$ cat src/rtl/cle_pkg.sv
// Shared constants, microcode word type and microcode table for the line editor.
package cle_pkg;

	// Line store geometry
	localparam int LINE_LEN = 32;
	localparam int ADDR_W   = $clog2(LINE_LEN);
	localparam int CNT_W    = 6;
	localparam logic [CNT_W-1:0] CNT_FULL = CNT_W'(LINE_LEN - 1);

	// Result kinds
	localparam logic [1:0] KIND_ECHO = 2'd0;
	localparam logic [1:0] KIND_LINE = 2'd1;
	localparam logic [1:0] KIND_END  = 2'd2;

	// Key codes
	localparam logic [7:0] KEY_BS    = 8'd8;
	localparam logic [7:0] KEY_TAB   = 8'd9;
	localparam logic [7:0] KEY_LF    = 8'd10;
	localparam logic [7:0] KEY_CR    = 8'd13;
	localparam logic [7:0] KEY_SP    = 8'd32;
	localparam logic [7:0] KEY_TILDE = 8'd126;
	localparam logic [7:0] KEY_DEL   = 8'd127;

	// Data source select
	localparam logic [2:0] SRC_KEY = 3'd0;
	localparam logic [2:0] SRC_LF  = 3'd1;
	localparam logic [2:0] SRC_BS  = 3'd2;
	localparam logic [2:0] SRC_SP  = 3'd3;
	localparam logic [2:0] SRC_MEM = 3'd4;
	localparam logic [2:0] SRC_LEN = 3'd5;

	// Last flag select
	localparam logic [1:0] LAST_NO    = 2'd0;
	localparam logic [1:0] LAST_YES   = 2'd1;
	localparam logic [1:0] LAST_EMPTY = 2'd2;

	// Jump conditions
	localparam logic [1:0] J_NONE  = 2'd0;
	localparam logic [1:0] J_EMPTY = 2'd1;
	localparam logic [1:0] J_FULL  = 2'd2;
	localparam logic [1:0] J_MORE  = 2'd3;

	// Datapath actions
	localparam logic [2:0] A_NONE    = 3'd0;
	localparam logic [2:0] A_WRITE   = 3'd1;
	localparam logic [2:0] A_DEC     = 3'd2;
	localparam logic [2:0] A_CLR_IDX = 3'd3;
	localparam logic [2:0] A_READ    = 3'd4;
	localparam logic [2:0] A_CLR_CNT = 3'd5;

	// Program addresses
	localparam int PC_W = 4;
	localparam logic [PC_W-1:0] U_NL   = 4'd0;
	localparam logic [PC_W-1:0] U_NL_RD = 4'd1;
	localparam logic [PC_W-1:0] U_NL_OUT = 4'd2;
	localparam logic [PC_W-1:0] U_NL_END = 4'd3;
	localparam logic [PC_W-1:0] U_BS   = 4'd4;
	localparam logic [PC_W-1:0] U_TAB  = 4'd8;
	localparam logic [PC_W-1:0] U_PR   = 4'd12;
	localparam logic [PC_W-1:0] U_END  = 4'd14;

	typedef struct packed {
		logic            emit;   // step produces a result
		logic            echo;   // result is an echo, suppressed when echo is off
		logic [1:0]      kind;
		logic [2:0]      src;
		logic [1:0]      last;
		logic [1:0]      jcond;
		logic [PC_W-1:0] jtgt;
		logic [2:0]      act;
		logic            fin;    // program ends after this step
	} ucw_t;

	function automatic ucw_t uc(input logic emit, input logic echo, input logic [1:0] kind,
			input logic [2:0] src, input logic [1:0] last, input logic [1:0] jcond,
			input logic [PC_W-1:0] jtgt, input logic [2:0] act, input logic fin);
		ucw_t w;
		w.emit  = emit;
		w.echo  = echo;
		w.kind  = kind;
		w.src   = src;
		w.last  = last;
		w.jcond = jcond;
		w.jtgt  = jtgt;
		w.act   = act;
		w.fin   = fin;
		return w;
	endfunction

	// Microcode ROM
	function automatic ucw_t ucode(input logic [PC_W-1:0] pc);
		ucw_t w;
		unique case (pc)
			// newline: echo LF, then on a non-empty line walk the store, end marker, clear
			4'd0:  w = uc(1'b1, 1'b1, KIND_ECHO, SRC_LF, LAST_EMPTY, J_EMPTY, U_END,
					A_CLR_IDX, 1'b0);
			4'd1:  w = uc(1'b0, 1'b0, KIND_ECHO, SRC_KEY, LAST_NO, J_NONE, U_END,
					A_READ, 1'b0);
			4'd2:  w = uc(1'b1, 1'b0, KIND_LINE, SRC_MEM, LAST_NO, J_MORE, U_NL_RD,
					A_NONE, 1'b0);
			4'd3:  w = uc(1'b1, 1'b0, KIND_END, SRC_LEN, LAST_YES, J_NONE, U_END,
					A_CLR_CNT, 1'b1);
			// erase: skip on empty line, else drop one byte and echo BS SP BS
			4'd4:  w = uc(1'b0, 1'b0, KIND_ECHO, SRC_KEY, LAST_NO, J_EMPTY, U_END,
					A_NONE, 1'b0);
			4'd5:  w = uc(1'b1, 1'b1, KIND_ECHO, SRC_BS, LAST_NO, J_NONE, U_END,
					A_DEC, 1'b0);
			4'd6:  w = uc(1'b1, 1'b1, KIND_ECHO, SRC_SP, LAST_NO, J_NONE, U_END,
					A_NONE, 1'b0);
			4'd7:  w = uc(1'b1, 1'b1, KIND_ECHO, SRC_BS, LAST_YES, J_NONE, U_END,
					A_NONE, 1'b1);
			// tab: four spaces
			4'd8:  w = uc(1'b1, 1'b1, KIND_ECHO, SRC_SP, LAST_NO, J_NONE, U_END,
					A_NONE, 1'b0);
			4'd9:  w = uc(1'b1, 1'b1, KIND_ECHO, SRC_SP, LAST_NO, J_NONE, U_END,
					A_NONE, 1'b0);
			4'd10: w = uc(1'b1, 1'b1, KIND_ECHO, SRC_SP, LAST_NO, J_NONE, U_END,
					A_NONE, 1'b0);
			4'd11: w = uc(1'b1, 1'b1, KIND_ECHO, SRC_SP, LAST_YES, J_NONE, U_END,
					A_NONE, 1'b1);
			// printable: drop when full, else store and echo
			4'd12: w = uc(1'b0, 1'b0, KIND_ECHO, SRC_KEY, LAST_NO, J_FULL, U_END,
					A_NONE, 1'b0);
			4'd13: w = uc(1'b1, 1'b1, KIND_ECHO, SRC_KEY, LAST_YES, J_NONE, U_END,
					A_WRITE, 1'b1);
			// common exit
			default: w = uc(1'b0, 1'b0, KIND_ECHO, SRC_KEY, LAST_NO, J_NONE, U_END,
					A_NONE, 1'b1);
		endcase
		return w;
	endfunction

endpackage

$ cat src/rtl/cle_if.sv
// Channel interfaces: key input, result output and echo configuration.
interface cle_key_if;
	logic       valid;
	logic       ready;
	logic [7:0] key;
	modport source (output valid, output key, input ready);
	modport sink (input valid, input key, output ready);
endinterface

interface cle_res_if;
	logic       valid;
	logic       ready;
	logic [1:0] kind;
	logic [7:0] data_byte;
	logic       last;
	modport source (output valid, output kind, output data_byte, output last, input ready);
	modport sink (input valid, input kind, input data_byte, input last, output ready);
endinterface

interface cle_cfg_if;
	logic valid;
	logic ready;
	logic echo_enable;
	modport source (output valid, output echo_enable, input ready);
	modport sink (input valid, input echo_enable, output ready);
endinterface

$ cat src/rtl/cle_line_mem.sv
// Line store: one write port, one read port with registered read data.
module cle_line_mem (
	input  logic                       clk,
	input  logic                       we,
	input  logic [cle_pkg::ADDR_W-1:0] waddr,
	input  logic [7:0]                 wdata,
	input  logic                       re,
	input  logic [cle_pkg::ADDR_W-1:0] raddr,
	output logic [7:0]                 rdata
);
	import cle_pkg::*;

	logic [7:0] mem [LINE_LEN];

	// write port
	always_ff @(posedge clk) begin
		if (we) begin
			mem[waddr] <= wdata;
		end
	end

	// registered read
	always_ff @(posedge clk) begin
		if (re) begin
			rdata <= mem[raddr];
		end
	end

endmodule

$ cat src/rtl/canonical_line_editor_top.sv
// Canonical line editor: microcoded sequencer over a line store and fill count.
//
//  channel  | dir | payload          | note
//  ---------+-----+------------------+-------------------------------------
//  key_ch   | in  | key[7:0]         | one key byte per item
//  res_ch   | out | kind, data_byte, | echo, line byte or end marker,
//           |     | last             | last marks the key's final result
//  cfg_ch   | in  | echo_enable      | always ready, write only when idle
//
// A key is taken only while the sequencer is idle; the sequencer then runs one
// microcode step per cycle while not stalled: 1 step (ignored), 2 (printable,
// erase on empty, newline on empty), 4 (erase), 4 (tab), or 2 + 2 per stored
// byte for a newline, the line walk reading the store one byte every two steps.
// A step that emits waits while the output register is full and not being taken.
// Reset clears the count, the sequencer and the output register and sets echo on;
// the store is left as it is.
module canonical_line_editor_top (
	input  logic      clk,
	input  logic      arst_n,
	cle_key_if.sink   key_ch,
	cle_res_if.source res_ch,
	cle_cfg_if.sink   cfg_ch
);
	import cle_pkg::*;

	logic            busy_q;
	logic [PC_W-1:0] pc_q;
	logic [7:0]      key_q;
	logic [CNT_W-1:0] cnt_q;
	logic [CNT_W-1:0] idx_q;
	logic            echo_en_q;
	logic            out_v_q;
	logic [1:0]      kind_q;
	logic [7:0]      data_q;
	logic            last_q;

	ucw_t            uw;
	logic            key_acc;
	logic            slot_free;
	logic            show;
	logic            fire;
	logic            empty;
	logic            full;
	logic            more;
	logic            take_jump;
	logic            last_bit;
	logic [7:0]      res_data;
	logic [7:0]      mem_rd;
	logic [PC_W-1:0] entry;

	// microcode fetch and step qualifiers
	assign uw        = ucode(pc_q);
	assign key_acc   = key_ch.valid && key_ch.ready;
	assign slot_free = !out_v_q || res_ch.ready;
	assign show      = uw.emit && (!uw.echo || echo_en_q);
	assign fire      = busy_q && (!show || slot_free);
	assign empty     = (cnt_q == '0);
	assign full      = (cnt_q == CNT_FULL);
	assign more      = (idx_q < cnt_q);

	assign key_ch.ready = !busy_q;
	assign cfg_ch.ready = 1'b1;

	// key class to program entry
	always_comb begin
		case (key_ch.key) inside
			KEY_LF, KEY_CR:        entry = U_NL;
			KEY_BS, KEY_DEL:       entry = U_BS;
			KEY_TAB:               entry = U_TAB;
			[KEY_SP:KEY_TILDE]:    entry = U_PR;
			default:               entry = U_END;
		endcase
	end

	// jump condition
	always_comb begin
		unique case (uw.jcond)
			J_EMPTY: take_jump = empty;
			J_FULL:  take_jump = full;
			J_MORE:  take_jump = more;
			default: take_jump = 1'b0;
		endcase
	end

	// last flag
	always_comb begin
		unique case (uw.last)
			LAST_YES:   last_bit = 1'b1;
			LAST_EMPTY: last_bit = empty;
			default:    last_bit = 1'b0;
		endcase
	end

	// result data select
	always_comb begin
		unique case (uw.src)
			SRC_LF:  res_data = KEY_LF;
			SRC_BS:  res_data = KEY_BS;
			SRC_SP:  res_data = KEY_SP;
			SRC_MEM: res_data = mem_rd;
			SRC_LEN: res_data = 8'(cnt_q);
			default: res_data = key_q;
		endcase
	end

	// sequencer
	always_ff @(posedge clk or negedge arst_n) begin
		if (!arst_n) begin
			busy_q <= 1'b0;
			pc_q   <= U_END;
		end else if (key_acc) begin
			busy_q <= 1'b1;
			pc_q   <= entry;
		end else if (fire) begin
			if (uw.fin) begin
				busy_q <= 1'b0;
			end else if (take_jump) begin
				pc_q <= uw.jtgt;
			end else begin
				pc_q <= pc_q + 1'b1;
			end
		end
	end

	// key holding register
	always_ff @(posedge clk) begin
		if (key_acc) begin
			key_q <= key_ch.key;
		end
	end

	// fill count and walk index
	always_ff @(posedge clk or negedge arst_n) begin
		if (!arst_n) begin
			cnt_q <= '0;
			idx_q <= '0;
		end else if (fire) begin
			case (uw.act)
				A_WRITE:   cnt_q <= cnt_q + 1'b1;
				A_DEC:     cnt_q <= cnt_q - 1'b1;
				A_CLR_IDX: idx_q <= '0;
				A_READ:    idx_q <= idx_q + 1'b1;
				A_CLR_CNT: cnt_q <= '0;
				default:   ;
			endcase
		end
	end

	cle_line_mem u_mem (
		.clk   (clk),
		.we    (fire && (uw.act == A_WRITE)),
		.waddr (cnt_q[ADDR_W-1:0]),
		.wdata (key_q),
		.re    (fire && (uw.act == A_READ)),
		.raddr (idx_q[ADDR_W-1:0]),
		.rdata (mem_rd)
	);

	// output register
	always_ff @(posedge clk or negedge arst_n) begin
		if (!arst_n) begin
			out_v_q <= 1'b0;
		end else if (fire && show) begin
			out_v_q <= 1'b1;
		end else if (res_ch.ready) begin
			out_v_q <= 1'b0;
		end
	end

	always_ff @(posedge clk) begin
		if (fire && show) begin
			kind_q <= uw.kind;
			data_q <= res_data;
			last_q <= last_bit;
		end
	end

	assign res_ch.valid     = out_v_q;
	assign res_ch.kind      = kind_q;
	assign res_ch.data_byte = data_q;
	assign res_ch.last      = last_q;

	// echo enable register
	always_ff @(posedge clk or negedge arst_n) begin
		if (!arst_n) begin
			echo_en_q <= 1'b1;
		end else if (cfg_ch.valid && cfg_ch.ready) begin
			echo_en_q <= cfg_ch.echo_enable;
		end
	end

	// fill count never passes the usable line length
	a_cnt_bound: assert property (@(posedge clk) disable iff (!arst_n)
		cnt_q <= CNT_FULL)
		else $error("line count beyond line length");

	// an end marker leaves the line empty
	a_end_clears: assert property (@(posedge clk) disable iff (!arst_n)
		(fire && show && (uw.kind == KIND_END)) |=> (cnt_q == '0))
		else $error("line not cleared after end marker");

	// line walk never reads past the fill count
	a_walk_bound: assert property (@(posedge clk) disable iff (!arst_n)
		(busy_q && (pc_q == U_NL_OUT)) |-> (idx_q <= cnt_q && idx_q != '0))
		else $error("line walk index out of range");

endmodule

$ cat src/flat_wrapper.sv
// flat-port wrapper written by rule: the top's interface ports become plain ports
module canonical_line_editor_top_flat import cle_pkg::*;
  (clk, arst_n, key_ch_valid, key_ch_key, key_ch_ready, res_ch_valid, res_ch_kind, res_ch_data_byte, res_ch_last, res_ch_ready, cfg_ch_valid, cfg_ch_echo_enable, cfg_ch_ready);
  cle_key_if key_ch_i ();
  cle_res_if res_ch_i ();
  cle_cfg_if cfg_ch_i ();
  input  logic clk;
  input  logic arst_n;
  input wire logic [$bits(key_ch_i.valid)-1:0] key_ch_valid;
  input wire logic [$bits(key_ch_i.key)-1:0] key_ch_key;
  output wire logic [$bits(key_ch_i.ready)-1:0] key_ch_ready;
  output wire logic [$bits(res_ch_i.valid)-1:0] res_ch_valid;
  output wire logic [$bits(res_ch_i.kind)-1:0] res_ch_kind;
  output wire logic [$bits(res_ch_i.data_byte)-1:0] res_ch_data_byte;
  output wire logic [$bits(res_ch_i.last)-1:0] res_ch_last;
  input wire logic [$bits(res_ch_i.ready)-1:0] res_ch_ready;
  input wire logic [$bits(cfg_ch_i.valid)-1:0] cfg_ch_valid;
  input wire logic [$bits(cfg_ch_i.echo_enable)-1:0] cfg_ch_echo_enable;
  output wire logic [$bits(cfg_ch_i.ready)-1:0] cfg_ch_ready;
  assign key_ch_i.valid = key_ch_valid;
  assign key_ch_i.key = key_ch_key;
  assign key_ch_ready = key_ch_i.ready;
  assign res_ch_valid = res_ch_i.valid;
  assign res_ch_kind = res_ch_i.kind;
  assign res_ch_data_byte = res_ch_i.data_byte;
  assign res_ch_last = res_ch_i.last;
  assign res_ch_i.ready = res_ch_ready;
  assign cfg_ch_i.valid = cfg_ch_valid;
  assign cfg_ch_i.echo_enable = cfg_ch_echo_enable;
  assign cfg_ch_ready = cfg_ch_i.ready;
  canonical_line_editor_top u_core (.clk(clk), .arst_n(arst_n), .key_ch(key_ch_i), .res_ch(res_ch_i), .cfg_ch(cfg_ch_i));
endmodule
$ cat config.mk
export PLATFORM = sky130hd
export DESIGN_NAME = canonical_line_editor_top_flat
export DESIGN_NICKNAME = d
export VERILOG_FILES = /design/src/rtl/cle_pkg.sv /design/src/rtl/cle_if.sv /design/src/rtl/cle_line_mem.sv /design/src/rtl/canonical_line_editor_top.sv /design/src/flat_wrapper.sv
export SDC_FILE = /design/constraint.sdc
export NUM_CORES = 1
export LEC_CHECK = 0
export ABC_AREA = 1
export ABC_CLOCK_PERIOD_IN_PS = 2600
export BUFFER_PORTS_ARGS = -buffer_cell sky130_fd_sc_hd__buf_2
export CORE_MARGIN = 2
export CORE_UTILIZATION = 40
export CTS_BUF_LIST = sky130_fd_sc_hd__clkbuf_16
export DETAILED_ROUTE_END_ITERATION = 8
export GPL_TIMING_DRIVEN = 0
export PLACE_DENSITY = 0.64
export REMOVE_ABC_BUFFERS = 1
export SYNTH_ARGS = -nofsm -noshare
export SYNTH_HDL_FRONTEND = slang
export SYNTH_SLANG_ARGS = --single-unit
$ cat constraint.sdc
create_clock -name clk -period 2.6 [get_ports clk]
set_input_delay 0.26 -clock clk [delete_from_list [all_inputs] [get_ports clk]]
set_output_delay 0.26 -clock clk [all_outputs]
set_load 0.05 [all_outputs]
==> results of run 1 <==
-- layout make-up --
type	instances	area, µm²
Clock buffer	31	776
Clock inverter	27	248
Multi-Input combinational cell	803	4240
Tap cell	448	561
Inverter	55	250
Fill cell	2953	17300
Timing Repair inverter	1	7.51
Timing Repair Buffer	88	993
Sequential cell	302	8990
-- worst max-delay path: stages, from the launching register on --
cell,delay [ps]
sky130_fd_sc_hd__dfrtp_4,440
sky130_fd_sc_hd__buf_16,270
sky130_fd_sc_hd__inv_8,180
sky130_fd_sc_hd__buf_16,270
sky130_fd_sc_hd__nor2_1,140
sky130_fd_sc_hd__nor2_1,70
sky130_fd_sc_hd__o31ai_1,480
sky130_fd_sc_hd__nand2_1,150
sky130_fd_sc_hd__nand2_1,110
sky130_fd_sc_hd__nand2_1,80
-- power breakdown --
group          leakage [nW]  internal, mW  switching [mW]  total [mW]
Clock                 0.526          2.57            1.86        4.44
Combinational          2.70          1.82            3.94        5.76
Sequential             2.78          5.91           0.613        6.53
Total                  6.01          10.3            6.41        16.7
-- registers in the layout (all words and copies together), names as in the netlist --
register and cells:
u_core.u_mem.mem 256, u_core.key_q 8, u_core.res_ch.data_byte 8, u_core.u_mem.rdata 8, u_core.cnt_q 6, u_core.idx_q 6, u_core.pc_q 4, u_core.res_ch.kind 2
u_core.busy_q 1, u_core.echo_en_q 1, u_core.res_ch.last 1, u_core.res_ch.valid 1
-- timing repair --
item	4_1_cts	5_1_grt
resized for setup	76	12
endpoints found under the hold margin	26	0
gates cloned	1	0
buffers inserted	44	2
hold buffers	12	0
pin swaps	23	1
setup endpoints to repair	267	148
-- cells by family after synthesis --
family | after synthesis
xor gates and xnor gates | 8
DFF | 302
and+or+nand+nor | 611
AOI/OAI and AO/OA | 162
adders and majority gates | 21
other | 1
buffers and inverters | 112
-- per-layer routing --
metal / GRT usage (%) / up-vias / routed length (µm)
met5: 0 / - / 0
met4: 7.15 / 0 / 1080
met3: 2.53 / 78 / 1900
met2: 31.0 / 281 / 15600
met1: 23.9 / 4406 / 13400
li1: - / 4352 / -
-- cell usage in the layout, fill, tap and decap left out, types with 4 or more instances in the layout --
cell                            instances
sky130_fd_sc_hd__nor2_4                33
sky130_fd_sc_hd__ha_1                  17
sky130_fd_sc_hd__o21ai_1               12
sky130_fd_sc_hd__a21oi_1               70
sky130_fd_sc_hd__buf_2                 26
sky130_fd_sc_hd__clkbuf_16             31
sky130_fd_sc_hd__bufinv_16              4
sky130_fd_sc_hd__clkinv_1               5
sky130_fd_sc_hd__inv_1                 36
sky130_fd_sc_hd__buf_12                25
sky130_fd_sc_hd__xor2_1                 5
sky130_fd_sc_hd__nand2_1              349
sky130_fd_sc_hd__nand3_1               95
sky130_fd_sc_hd__o21ai_0               38
sky130_fd_sc_hd__nand4_1                6
sky130_fd_sc_hd__nor2_1                93
sky130_fd_sc_hd__buf_4                 21
sky130_fd_sc_hd__nand2_2                9
sky130_fd_sc_hd__dlygate4sd3_1         12
sky130_fd_sc_hd__inv_2                 12
sky130_fd_sc_hd__dfrtp_1               11
sky130_fd_sc_hd__o31ai_1               31
sky130_fd_sc_hd__edfxtp_1             283
sky130_fd_sc_hd__dfstp_2                4
sky130_fd_sc_hd__clkinv_2              14
-- worst min path at each step --
stage,to,slack (ps)
floorplan,u_core.busy_q,-40
global placement,u_core.res_ch.valid,250
detailed placement,u_core.idx_q[0],250
CTS,u_core.key_q[1],180
global route,u_core.key_q[7],210
finish,u_core.key_q[4],180
-- metrics by stage --
stage	setup slack, ps	utilization [%]	setup TNS (ps)	area [µm²]	cells
after floorplan	-1890	-	-17850	13100	1160
after global placement	-5600	41.5	-151120	13800	1634
after detailed placement	-1360	41.7	-105640	13900	1638
after CTS	39.3	48.0	0	16000	1753
after global routing	-7.22	48.1	-7.22	16100	1755
final	-15.0	48.1	-15.0	16100	1755
==> impl_metrics.toml, run 1 <==
[timing]
hold_slack_ps = 183
timing.final.crit_share_pct = 101
fin_ws_ps = -15.0
final-setup-viol-count = 1
setup_skew_ps = 25.2
fmax_mhz = 382
hold_viol_final = 0
max_slew_margin_pct = 6.79
period_needed_ps = 2610
final_slew_viol_count = 0
tightest_slew_ps = 1400

[yosys]
synth-simple-area-share_pct = 19.8
post_synth.cell_area_avg_um2 = 11.1
synth-seq-cells = 302
synth_largest_area_cell = "sky130_fd_sc_hd__edfxtp_1"
async_flop_share_pct = 6.29
ys_top_cells_by_count = "sky130_fd_sc_hd__nand2_1 (350), sky130_fd_sc_hd__edfxtp_1 (283), sky130_fd_sc_hd__nor2_1 (124), sky130_fd_sc_hd__nand3_1 (95), sky130_fd_sc_hd__a21oi_1 (71)"
synth_fa_ha_area_share_pct = 2.01
synth_area_in_xor_xnor_pct = 0.520
post_synth_mux_area_share_pct = 0
post-synth-top-count-cell = "sky130_fd_sc_hd__nand2_1"
postSynth.topFlopCell = "sky130_fd_sc_hd__edfxtp_1"
synth_area_um2 = 13500
synth_enable_flop_cells = 283
synth_top_family_by_area = "simple AND/OR/NAND/NOR gates"
synth_area_leaders = "sky130_fd_sc_hd__edfxtp_1 (63%), sky130_fd_sc_hd__nand2_1 (9.8%), sky130_fd_sc_hd__nand3_1 (3.5%)"
synth_seq_area_share_pct = 66.7
postSynthCellCount = 1217
synth.lib_cells_used.distinct = 47
ys_warn_count = 0
synth_compound_gate_area_share_pct = 6.84
post_synth_top_area_share_pct = 63.1

[clock_network]
worst_skew_pair.late_latency_ps = 590
tritoncts.num_buffers = 31
tritoncts = "done"
clockBufferDepth = 3
clock_sink_count = 302
htree_levels = 1
cts_root_buf = "sky130_fd_sc_hd__clkbuf_16"
path_clk_slew_ps = 60

[run_status]
violations_in_the_final_reports = "setup timing"
status = "finished with violations"

[die]
start_util_pct = 40.3
floorplan.core_area_um2 = 33400
fp.dieArea_um2 = 35100
die_h_um = 187
die_w_um = 187
fp-row-count = 67
boundaryPins = 28

[global_routing]
grt_pass1_vias = 9078
gr-total-overflow = 0
globalRouteTotalUtil_pct = 18.3
largest_net_degree_at_the_start_of_global_routing = 78
grt_antenna_before_repair = 0
grt_first_pass_wirelength_um = 50100

[final_layout]
layout-drive-gt1-share_pct = 17.5
area_delta_synth_final_pct = 19.3
diodes = 0
nNetsFinal = 1317

[pwr]
pwr_density_cell_nw_per_um2 = 1040
power.ir.vdd_worst_mv = 0.681
total_power_mw = 16.7
p_leak_nw = 6.01

[routing]
vias = 9117
postRouteAntennaNets = 0
drcViolationCount = 0
wl_cell_um = 18.2
totalWireLength_um = 32000
detailed_router_iteration_count_before_antenna_repair = 5
post_detailed_route_via_to_cell_ratio = 5.19
first_iter_violations = 817

[worst_hold_path]
worst_hold_path_stage_count = 3
worst_hold_startpoint = "key_ch_valid"
worstHoldPathType = "in -> reg"

[critical_path]
worstSetupStartpoint = "u_core.idx_q[0]"
worstReg2RegEnd = "u_core.u_mem.rdata[7]"
timing.setup.critical_path_class = "reg -> reg"
capture_point_of_the_critical_path = "u_core.u_mem.rdata[7]"
reg2regPathDepth = 9
cp_max_fo = 77
crit_path_launch_type = "register"
crit_path_end_kind = "register"
cp_data_arrival_time_ps = 2930
rr_startpoint = "u_core.idx_q[0]"
setup.reg_to_reg.worst_slack_ps = -10
cp.required_ps = 2920

[placed_design]
hpwl_um = 17600
finalWeightedCongestion = 0.854
placement.io_buffers = 26

[run]
cap_viol_max_count = 0
Note: power is estimated with default switching activity, not from simulation.
==> run 2, diff against run 1 <==
- CORE_UTILIZATION: 40 -> 45
- PLACE_DENSITY: 0.64 -> 0.7
==> run 2 against run 1 <==
Net effect:
- critical path depth fell by 1
- the run now ends clean
- combinational power fell by 2%
- sequential cell count did not move
- via count rose by 1.1%
- wire length fell by 1.4%
- worst hold slack improved by 6.9 ps
- largest power group unchanged
- design area fell by 1.5%
- cell count fell by 4.0%
- critical path type unchanged
==> impl_metrics.toml, run 2 (same netlist as run 1, synthesis figures left out) <==
[final_layout]
area_delta_synth_final_pct = 17.5
diodes = 0
top_register = "u_core.u_mem.mem"
most_common_cell_after_layout_fill_and_taps_aside = "sky130_fd_sc_hd__nand2_1"
mostFrequentLayoutCells = "sky130_fd_sc_hd__nand2_1 (349), sky130_fd_sc_hd__edfxtp_1 (283), sky130_fd_sc_hd__nand3_1 (95)"
largest_register_ffs = 256
post_layout_utilization_of_the_core_pct = 53.5
nNetsFinal = 1305
layout-drive-gt1-share_pct = 16.3

[placed_design]
finalWeightedCongestion = 0.846
hpwl_um = 17800
placement.io_buffers = 26

[pwr]
internal_power_mw = 10.1
switchingPower_mw = 6.37
pwr_density_cell_nw_per_um2 = 1040
power.ir.vdd_worst_mv = 0.706
pwr-share-comb_pct = 34.2
power_frac_seq_pct = 39.9
power_switching_share_pct = 38.7
total_power_mw = 16.5
p_leak_nw = 5.93
clkPwrFrac_pct = 25.8

[critical_path]
cp.required_ps = 2920
cp_common_cell = "sky130_fd_sc_hd__nand2_1"
crit_path_end_kind = "register"
crit_path_launch_type = "register"
cp_num_buf_inv = 2
timing.critical_path.max_delay_family = "flip-flops"
timing.critical_path.slowest_stage_cell = "sky130_fd_sc_hd__dfrtp_4"
cp_max_fo = 85
timing.setup.critical_path_class = "reg -> reg"
setup.reg_to_reg.worst_slack_ps = 60
critPathMaxStageDelay_ps = 720
cp_data_arrival_time_ps = 2860
timing.critical_path.cells = "inv_8 > buf_16 > nor2_1 > nor2_1 > o31ai_1 > nand2_1 > nand2_1 > nand2_1"

[timing]
tightest_slew_ps = 1360
timing.final.crit_share_pct = 97.8
final_slew_viol_count = 0
setup_total_negative_slack_ps = 0
final-setup-viol-count = 0
setup_skew_ps = 23.7
period_needed_ps = 2540
max_slew_margin_pct = 9.62
hold_viol_final = 0
rsz0062_at_grt = "false"
fmax_mhz = 393

[global_routing]
grt_pass1_vias = 9048
grt_first_pass_wirelength_um = 49700
gr-total-overflow = 0
largest_net_degree_at_the_start_of_global_routing = 86
globalRouteTotalUtil_pct = 20.5
grt_antenna_before_repair = 0

[clock_network]
tritoncts = "done"
cts_root_buf = "sky130_fd_sc_hd__clkbuf_16"
worst_skew_pair.late_latency_ps = 580
htree_levels = 1
clockBufferDepth = 3
clock_sink_count = 302
tritoncts.num_buffers = 31
path_clk_slew_ps = 60

[routing]
first_iter_violations = 932
postRouteAntennaNets = 0
drcViolationCount = 0
vias = 9214
post_detailed_route_via_to_cell_ratio = 5.47
totalWireLength_um = 31500
wl_cell_um = 18.7
detailed_router_iteration_count_before_antenna_repair = 5

[die]
boundaryPins = 28
start_util_pct = 45.5
fp.dieArea_um2 = 31300
die_w_um = 177
die_h_um = 177
fp-row-count = 63
floorplan.core_area_um2 = 29600

[run_status]
status = "finished clean"

[run]
cap_viol_max_count = 0

[worst_hold_path]
worstHoldPathType = "in -> async"
-- run 2: worst reg2reg max path: stages (launching register included) --
cell and delay (ps):
sky130_fd_sc_hd__dfrtp_4 720, sky130_fd_sc_hd__inv_8 240, sky130_fd_sc_hd__buf_16 280, sky130_fd_sc_hd__nor2_1 190, sky130_fd_sc_hd__nor2_1 70, sky130_fd_sc_hd__o31ai_1 420
sky130_fd_sc_hd__nand2_1 170, sky130_fd_sc_hd__nand2_1 110, sky130_fd_sc_hd__nand2_1 80
-- run 2: final timing paths --
| path | start | end | cells past startpoint |
|---|---|---|---|
| max | u_core.idx_q[0] | u_core.u_mem.rdata[5] | 8 |
| min | arst_n | u_core.idx_q[0] | 2 |
| max reg2reg | u_core.idx_q[0] | u_core.u_mem.rdata[5] | 8 |
| min reg2reg | u_core.res_ch.valid | u_core.res_ch.valid | 2 |
| max in group asynchronous | arst_n | u_core.idx_q[1] | 2 |
| min in group clk | key_ch_valid | u_core.key_q[6] | 3 |
-- run 2: through the flow --
step	setup WS [ps]	cell area [µm²]	cells	hold WS, ps
CTS	3.54	15700	1679	191
global route	4.46	15800	1685	220
detailed placement	-1290	13800	1579	238
global placement	-5550	13800	1576	234
floorplan	-1890	13100	1160	-35.6
finish	56.2	15800	1685	190
-- run 2: power groups by stage --
| stage | sequential (mW) | clock, mW | combinational, mW |
|---|---|---|---|
| global placement | 6.96 | 0 | 4.55 |
| finish | 6.58 | 4.26 | 5.65 |
| floorplan | 6.87 | 0 | 3.27 |
| global route | 6.64 | 4.49 | 6.24 |
| CTS | 6.57 | 4.28 | 5.41 |
| detailed placement | 6.78 | 0 | 4.86 |
-- run 2: per-layer routing --
layer / track usage [%] / wire (µm) / vias up
met4: 5.58 / 804 / 0
met3: 2.90 / 1930 / 63
li1: - / - / 4327
met1: 27.0 / 13000 / 4501
met5: 0 / 0 / -
met2: 35.6 / 15800 / 323
-- run 2: layout make-up --
class,instances,area [µm²]
tap,390,488
clock inverter,27,204
multi-input combinational,803,4230
timing repair inverter,1,7.51
fill,2429,13700
sequential,302,8990
inverter,55,250
clock buffer,31,776
timing repair buffer,76,883
-- run 2: repair_timing --
action	CTS	global route
hold endpoints to repair	29	0
pin swaps	17	7
setup buffers	29	6
gates cloned	1	0
endpoints found under the setup margin	267	278
hold buffers	12	0
resized for setup	74	13
